--- src/tdcc_pkg.sv ---
// Package with the types and constants of the tick-driven calendar clock.
package tdcc_pkg;

    localparam int COUNT_WIDTH = 32;

    localparam int RATE_WIDTH    = 16;
    localparam int SUB_WIDTH     = 16;
    localparam int IN_DATA_WIDTH = 48;
    localparam int OUT_DATA_WIDTH = 80;

    localparam logic [RATE_WIDTH-1:0] RESET_TICK_RATE = 16'd1000;

    localparam logic [6:0]  SECS_PER_MIN    = 7'd60;
    localparam logic [6:0]  MINS_PER_HOUR   = 7'd60;
    localparam logic [5:0]  HOURS_PER_DAY   = 6'd24;
    localparam logic [5:0]  DAYS_PER_MONTH  = 6'd30;
    localparam logic [4:0]  MONTHS_PER_YEAR = 5'd12;

    localparam logic [5:0]  RESET_SECONDS = 6'd0;
    localparam logic [5:0]  RESET_MINUTES = 6'd0;
    localparam logic [4:0]  RESET_HOURS   = 5'd12;
    localparam logic [4:0]  RESET_DAY     = 5'd1;
    localparam logic [3:0]  RESET_MONTH   = 4'd1;
    localparam logic [15:0] RESET_YEAR    = 16'd2024;

    localparam logic [0:0] MODE_TICK = 1'b0;
    localparam logic [0:0] MODE_SET  = 1'b1;

    typedef struct packed {
        logic [15:0] year;
        logic [3:0]  month;
        logic [4:0]  day;
        logic [4:0]  hours;
        logic [5:0]  minutes;
        logic [5:0]  seconds;
    } calendar_t;

endpackage

--- src/tdcc_calendar.sv ---
// Combinational one-second advance of the calendar fields with carry.
module tdcc_calendar (
    input  tdcc_pkg::calendar_t cur,
    output tdcc_pkg::calendar_t nxt
);

    logic [6:0] sec_inc;
    logic [6:0] min_inc;
    logic [5:0] hrs_inc;
    logic [5:0] day_inc;
    logic [4:0] mon_inc;

    assign sec_inc = {1'b0, cur.seconds} + 7'd1;
    assign min_inc = {1'b0, cur.minutes} + 7'd1;
    assign hrs_inc = {1'b0, cur.hours} + 6'd1;
    assign day_inc = {1'b0, cur.day} + 6'd1;
    assign mon_inc = {1'b0, cur.month} + 5'd1;

    always_comb begin
        nxt = cur;
        if (sec_inc < tdcc_pkg::SECS_PER_MIN) begin
            nxt.seconds = sec_inc[5:0];
        end else begin
            nxt.seconds = 6'd0;
            if (min_inc < tdcc_pkg::MINS_PER_HOUR) begin
                nxt.minutes = min_inc[5:0];
            end else begin
                nxt.minutes = 6'd0;
                if (hrs_inc < tdcc_pkg::HOURS_PER_DAY) begin
                    nxt.hours = hrs_inc[4:0];
                end else begin
                    nxt.hours = 5'd0;
                    if (day_inc <= tdcc_pkg::DAYS_PER_MONTH) begin
                        nxt.day = day_inc[4:0];
                    end else begin
                        nxt.day = 5'd1;
                        if (mon_inc <= tdcc_pkg::MONTHS_PER_YEAR) begin
                            nxt.month = mon_inc[3:0];
                        end else begin
                            nxt.month = 4'd1;
                            nxt.year  = cur.year + 16'd1;
                        end
                    end
                end
            end
        end
    end

endmodule

--- src/tick_driven_calendar_clock.sv ---
// Top level of the tick-driven calendar clock.
// An accepted input transaction reaches the m_ side through the input register and then the output register.
// Throughput: one transaction per cycle while m_tready does not stall; the calendar carry chain is combinational.
// Backpressure on m_tready stalls the output register and then the input register.
// Reset (aresetn low, synchronous) empties both stages, sets the tick rate to 1000,
// clears the counters and loads the calendar with 12:00:00 on day 1, month 1, 2024.
module tick_driven_calendar_clock (
    input  logic                                aclk,
    input  logic                                aresetn,
    input  logic                                cfg_we,
    input  logic [tdcc_pkg::RATE_WIDTH-1:0]     cfg_wdata,
    input  logic                                s_tvalid,
    output logic                                s_tready,
    // set_seconds, set_minutes, set_hours, set_day, set_month, set_year, zero pad
    input  logic [tdcc_pkg::IN_DATA_WIDTH-1:0]  s_tdata,
    // mode
    input  logic                                s_tuser,
    output logic                                m_tvalid,
    input  logic                                m_tready,
    // tick_count, seconds, minutes, hours, day, month, year, zero pad
    output logic [tdcc_pkg::OUT_DATA_WIDTH-1:0] m_tdata,
    // second_strobe
    output logic                                m_tuser
);

    logic                                 in_valid_reg;
    logic                                 in_mode_reg;
    tdcc_pkg::calendar_t                  in_cal_reg;

    logic [tdcc_pkg::RATE_WIDTH-1:0]      rate_reg;
    logic [tdcc_pkg::COUNT_WIDTH-1:0]     tick_reg;
    logic [tdcc_pkg::COUNT_WIDTH-1:0]     tick_next;
    logic [tdcc_pkg::SUB_WIDTH-1:0]       sub_reg;
    logic [tdcc_pkg::SUB_WIDTH-1:0]       sub_next;
    tdcc_pkg::calendar_t                  cal_reg;
    tdcc_pkg::calendar_t                  cal_next;
    tdcc_pkg::calendar_t                  cal_adv;
    logic [tdcc_pkg::SUB_WIDTH:0]         sub_inc;
    logic                                 sub_wrap;
    logic                                 strobe_next;

    logic                                 m_valid_reg;
    logic                                 m_valid_next;
    logic [31:0]                          m_tick_reg;
    tdcc_pkg::calendar_t                  m_cal_reg;
    logic                                 m_strobe_reg;

    logic                                 in_load;
    logic                                 out_load;

    assign out_load = in_valid_reg && (!m_valid_reg || m_tready);
    assign s_tready = !in_valid_reg || out_load;
    assign in_load  = s_tvalid && s_tready;

    always_ff @(posedge aclk) begin
        if (!aresetn) begin
            in_valid_reg <= 1'b0;
        end else if (s_tready) begin
            in_valid_reg <= s_tvalid;
        end
    end

    always_ff @(posedge aclk) begin
        if (in_load) begin
            in_mode_reg        <= s_tuser;
            in_cal_reg.seconds <= s_tdata[5:0];
            in_cal_reg.minutes <= s_tdata[11:6];
            in_cal_reg.hours   <= s_tdata[16:12];
            in_cal_reg.day     <= s_tdata[21:17];
            in_cal_reg.month   <= s_tdata[25:22];
            in_cal_reg.year    <= s_tdata[41:26];
        end
    end

    always_ff @(posedge aclk) begin
        if (!aresetn) begin
            rate_reg <= tdcc_pkg::RESET_TICK_RATE;
        end else if (cfg_we) begin
            rate_reg <= cfg_wdata;
        end
    end

    tdcc_calendar u_calendar (
        .cur (cal_reg),
        .nxt (cal_adv)
    );

    assign sub_inc  = {1'b0, sub_reg} + {{tdcc_pkg::SUB_WIDTH{1'b0}}, 1'b1};
    assign sub_wrap = sub_inc >= {1'b0, rate_reg};

    always_comb begin
        tick_next   = tick_reg;
        sub_next    = sub_reg;
        cal_next    = cal_reg;
        strobe_next = 1'b0;
        if (in_mode_reg == tdcc_pkg::MODE_SET) begin
            cal_next = in_cal_reg;
        end else begin
            tick_next = tick_reg + {{(tdcc_pkg::COUNT_WIDTH-1){1'b0}}, 1'b1};
            if (sub_wrap) begin
                sub_next    = '0;
                strobe_next = 1'b1;
                cal_next    = cal_adv;
            end else begin
                sub_next = sub_inc[tdcc_pkg::SUB_WIDTH-1:0];
            end
        end
    end

    always_ff @(posedge aclk) begin
        if (!aresetn) begin
            tick_reg        <= '0;
            sub_reg         <= '0;
            cal_reg.seconds <= tdcc_pkg::RESET_SECONDS;
            cal_reg.minutes <= tdcc_pkg::RESET_MINUTES;
            cal_reg.hours   <= tdcc_pkg::RESET_HOURS;
            cal_reg.day     <= tdcc_pkg::RESET_DAY;
            cal_reg.month   <= tdcc_pkg::RESET_MONTH;
            cal_reg.year    <= tdcc_pkg::RESET_YEAR;
        end else if (out_load) begin
            tick_reg <= tick_next;
            sub_reg  <= sub_next;
            cal_reg  <= cal_next;
        end
    end

    always_comb begin
        if (out_load) begin
            m_valid_next = 1'b1;
        end else if (m_tready) begin
            m_valid_next = 1'b0;
        end else begin
            m_valid_next = m_valid_reg;
        end
    end

    always_ff @(posedge aclk) begin
        if (!aresetn) begin
            m_valid_reg <= 1'b0;
        end else begin
            m_valid_reg <= m_valid_next;
        end
    end

    always_ff @(posedge aclk) begin
        if (out_load) begin
            m_tick_reg   <= 32'(tick_next);
            m_cal_reg    <= cal_next;
            m_strobe_reg <= strobe_next;
        end
    end

    assign m_tvalid = m_valid_reg;
    assign m_tuser  = m_strobe_reg;
    assign m_tdata  = {6'd0, m_cal_reg.year, m_cal_reg.month, m_cal_reg.day,
                       m_cal_reg.hours, m_cal_reg.minutes, m_cal_reg.seconds, m_tick_reg};

endmodule

--- config.mk ---
export PLATFORM = sky130hd
export DESIGN_NAME = tick_driven_calendar_clock
export DESIGN_NICKNAME = d
export VERILOG_FILES = /design/src/tdcc_pkg.sv /design/src/tdcc_calendar.sv /design/src/tick_driven_calendar_clock.sv
export SDC_FILE = /design/constraint.sdc
export NUM_CORES = 1
export LEC_CHECK = 0
export BUFFER_PORTS_ARGS = -buffer_cell sky130_fd_sc_hd__buf_2
export CORE_MARGIN = 2
export CORE_UTILIZATION = 40
export DETAILED_ROUTE_END_ITERATION = 16
export GPL_TIMING_DRIVEN = 0
export HOLD_SLACK_MARGIN = 0.03
export PLACE_DENSITY = 0.69
export SLEW_MARGIN = 20
export SYNTH_ARGS = -nofsm -noshare
export SYNTH_HDL_FRONTEND = slang
export SYNTH_SLANG_ARGS = --single-unit
export TNS_END_PERCENT = 100
--- constraint.sdc ---
create_clock -name aclk -period 11.2 [get_ports aclk]
set_clock_uncertainty 0.2 [all_clocks]
set_input_delay 2.24 -clock aclk [delete_from_list [all_inputs] [get_ports aclk]]
set_output_delay 2.24 -clock aclk [all_outputs]
set_load 0.01 [all_outputs]
==> results.sh <==
export IMPL_p_leak_nw=5.16
export IMPL_overflow=0
export IMPL_antenna_cells=0
export IMPL_syn_inst=1179
export IMPL_fin_crit_ns=5.23
export IMPL_cts_resized=0
export IMPL_cpMostUsedCell="buf_2"
export IMPL_synth_edf_count=118
export IMPL_endpoint_kind="primary output"
export IMPL_antenna_found_initial=0
export IMPL_post_cts_repair_setup_buffers=0
export IMPL_syn_to_final_growth_pct=18.3
export IMPL_grt_max_degree=44
export IMPL_ff2ff_setup_slack_ns=6.29
export IMPL_h_tree_depth=1
export IMPL_place_area_mm2=0.0128
export IMPL_slew_headroom_pct=38.1
export IMPL_p_sw_share_pct=24.3
export IMPL_ys_warn_count=0
export IMPL_die_area_mm2=0.0301
export IMPL_wl_per_cell_um=19.0
export IMPL_grtUsageTotal_pct=21.9
export IMPL_via_per_inst=5.58
export IMPL_final_period_utilization_pct=46.7
export IMPL_cap_viol_max_count=0
export IMPL_yosysSeqAreaShare_pct=49.6
export IMPL_cp_top_family="simple AND/OR/NAND/NOR gates"
export IMPL_nets=1448
export IMPL_p_comb_share_pct=9.1
export IMPL_core_area_mm2=0.0285
export IMPL_syn_avg_cell_area_um2=9.75
export IMPL_clkTransAtPathRegs_ns=0.06
export IMPL_rows=62
export IMPL_rsz0062_at_grt="no"
export IMPL_crit_start="m_tready"
export IMPL_path_buf_inv=2
export IMPL_rr_worst_depth=15
export IMPL_power_density_mw_per_mm2=144
export IMPL_r2r_end="m_tdata[69]$_DFFE_PP_"
export IMPL_synth_top_family_by_area="simple AND/OR/NAND/NOR gates"
export IMPL_cts_root_buf="clkbuf_16"
export IMPL_drt_wl_total_um=33300
export IMPL_setup_violations=0
export IMPL_max_freq_ghz=0.191
export IMPL_synth_cell_types=89
export IMPL_first_global_vias=9505
export IMPL_synth_mux_area_fraction_pct=2.14
export IMPL_via_count=9801
export IMPL_synth_compound_area_share_pct=14.6
export IMPL_worstMarginPinSlew_ns=0.928
export IMPL_floorplan_initialDensity_pct=40.4
export IMPL_p_seq_share_pct=47.7
export IMPL_io_pins=153
export IMPL_crit_fanout=4
export IMPL_slowest_stage="nor2b_1"
export IMPL_slowest_delay_ns=0.20
export IMPL_clock_latency_ns=0.53
export IMPL_p_int_mw=1.48
export IMPL_hold_viol_final=0
export IMPL_ys_top_cells_by_area="edfxtp_1 (31%), dfxtp_1 (19%), nand2_1 (4.0%)"
export IMPL_path_depth=4
export IMPL_startpoint_type="input port"
export IMPL_synth_common_cells="nand2_1 (122), edfxtp_1 (118), dfxtp_1 (108)"
export IMPL_drive_above_1_share_pct=17.7
export IMPL_switching_power_uw=475
export IMPL_endpoint="s_tready"
export IMPL_synth_seq_cells=226
export IMPL_setup_tns_ns=0
export IMPL_cts_tree="built"
export IMPL_slew_viol_final=0
export IMPL_cts_hold_fix_buffers=0
export IMPL_synth_area_mm2=0.0115
export IMPL_post_synth_top_area_fraction_pct=30.8
export IMPL_die_height_um=174
export IMPL_max_vdd_ir_drop_mv=0.0902
export IMPL_yosysMostFrequentCell="nand2_1"
export IMPL_whs_ns=0.279
export IMPL_critPathKind="input port to primary output"
export IMPL_ant_nets=0
export IMPL_worst_ep_arrival_time_ns=2.79
export IMPL_drt_initial_drc_count=984
export IMPL_synth_adder_area_share_pct=2.72
export IMPL_grt_pass1_wl_um=52600
export IMPL_drc=0
export IMPL_required_ns=8.76
export IMPL_final_area_mm2=0.0136
export IMPL_port_buffer_count=139
export IMPL_outcome="complete, no violations"
export IMPL_dp_hpwl_um=23600
export IMPL_die_w_um=174
export IMPL_ys_dominant_reg_cell="edfxtp_1"
export IMPL_yosys_area_top_type="edfxtp_1"
export IMPL_p_clk_share_pct=43.2
export IMPL_gp_congestion=0.938
export IMPL_layout_cells_non_filler=1755
export IMPL_nFillCells=2697
export IMPL_cts_buffer_depth=3
export IMPL_cts_num_sinks=226
export IMPL_firstDrtPassIters=6
export IMPL_reg2reg_from="sub_reg[2]$_SDFFE_PN0P_"
export IMPL_hp_class="flop to flop"
export IMPL_crit_path_cell_trace="buf_2, nor2b_1, nand2_1, buf_2"
export IMPL_yosys_area_share_xor_xnor_pct=5.79
export IMPL_numCtsBuffers=25
export IMPL_postSynth_asyncResetShare_pct=0
export IMPL_yosys_area_share_simple_pct=20.9
export IMPL_dp_cells=1710
-- how the worst min path moves through the flow --
stage                                          end  cells after the start                startpoint
after floorplan           sub_reg[15]$_SDFFE_PN0P_                      2  sub_reg[15]$_SDFFE_PN0P_
after global placement    sub_reg[15]$_SDFFE_PN0P_                      2  sub_reg[15]$_SDFFE_PN0P_
after detailed placement  sub_reg[10]$_SDFFE_PN0P_                      2  sub_reg[10]$_SDFFE_PN0P_
after CTS                 sub_reg[10]$_SDFFE_PN0P_                      2  sub_reg[10]$_SDFFE_PN0P_
after global routing      rate_reg[6]$_SDFFE_PN1P_                      2  rate_reg[6]$_SDFFE_PN1P_
final                     sub_reg[10]$_SDFFE_PN0P_                      2  sub_reg[10]$_SDFFE_PN0P_
-- metal layers --
metal  GRT usage [%]  wire, um  up-vias  share of wire, %
met1            30.0     14800     4586                44
met2            34.2     14600      444                44
met4            9.68      1440        0               4.3
met3            3.73      2490      102               7.5
li1                -         -     4669                 -
met5               0         0        -                 0
-- layout make-up --
cell class                 instances  area (um^2)  area share [%]
buffer                            83          384            2.82
clock buffer                      29          651            4.78
clock inverter                    16          184            1.35
inverter                          28          105           0.773
multi-input combinational        847         5330            39.2
sequential                       226         5710            42.0
tap                              384          480            3.53
timing repair buffer             142          763            5.61
-- tightest hold or removal path: cells and delay by family (launching register included) --
kind             cells  cell delay (ns)
AO/OA/AOI/OAI        1             0.05
flip-flops           1             0.33
AND/OR/NAND/NOR      1             0.06
-- stage by stage --
stage               power [mW]  utilization [%]  setup slack (ns)
global placement          1.12             44.6              3.08
CTS                       1.97             47.8              5.97
finish                    1.96             47.8              5.97
detailed placement        1.13             44.8              5.97
floorplan                 1.05                -              4.99
global route              2.02             47.8              5.92
-- power by group through the flow --
stage | combinational (mW) | sequential (mW) | clock (mW)
floorplan | 0.0958 | 0.953 | 0
global placement | 0.169 | 0.952 | 0
detailed placement | 0.175 | 0.951 | 0
CTS | 0.176 | 0.933 | 0.860
global route | 0.194 | 0.937 | 0.889
finish | 0.177 | 0.933 | 0.845
-- logic make-up (layout without fill, tap and decap cells) --
kind of cell	Yosys count	in the layout
other cells	1	6
xor+xnor	76	76
flops	226	226
buf+inv	111	298
compound gates	255	255
simple gates	461	461
mux	24	24
fa+ha+maj	25	25
-- cell usage in the layout (no fill, tap or decap), types with 4 or more instances in the layout --
cell type	Yosys	routed
bufinv_16	0	4
ha_1	25	25
mux2i_1	19	19
o31ai_1	8	8
mux2_2	5	5
buf_2	6	146
or3_1	18	18
buf_4	10	10
nor3_1	35	35
nor3b_1	5	5
dfxtp_1	108	108
o22ai_1	6	6
clkinv_2	0	8
o41ai_1	4	4
nand3b_1	11	11
o21a_1	5	5
and4_1	4	4
and2_1	12	11
a21oi_1	60	60
nor4_1	12	12
a211oi_1	8	8
nand2b_1	8	8
edfxtp_1	118	118
a31oi_1	18	18
a311oi_1	4	4
o31a_1	9	9
o21ai_0	67	67
nand4_1	21	21
xnor2_1	36	36
xor2_1	40	40
nand3_1	41	41
conb_1	1	6
a41oi_1	4	4
inv_1	28	28
clkbuf_16	0	25
nor2_1	104	104
o211ai_1	17	17
and3_1	31	31
nand2_1	122	122
clkbuf_1	59	62
No activity file was read; power rests on OpenSTA's default activity.
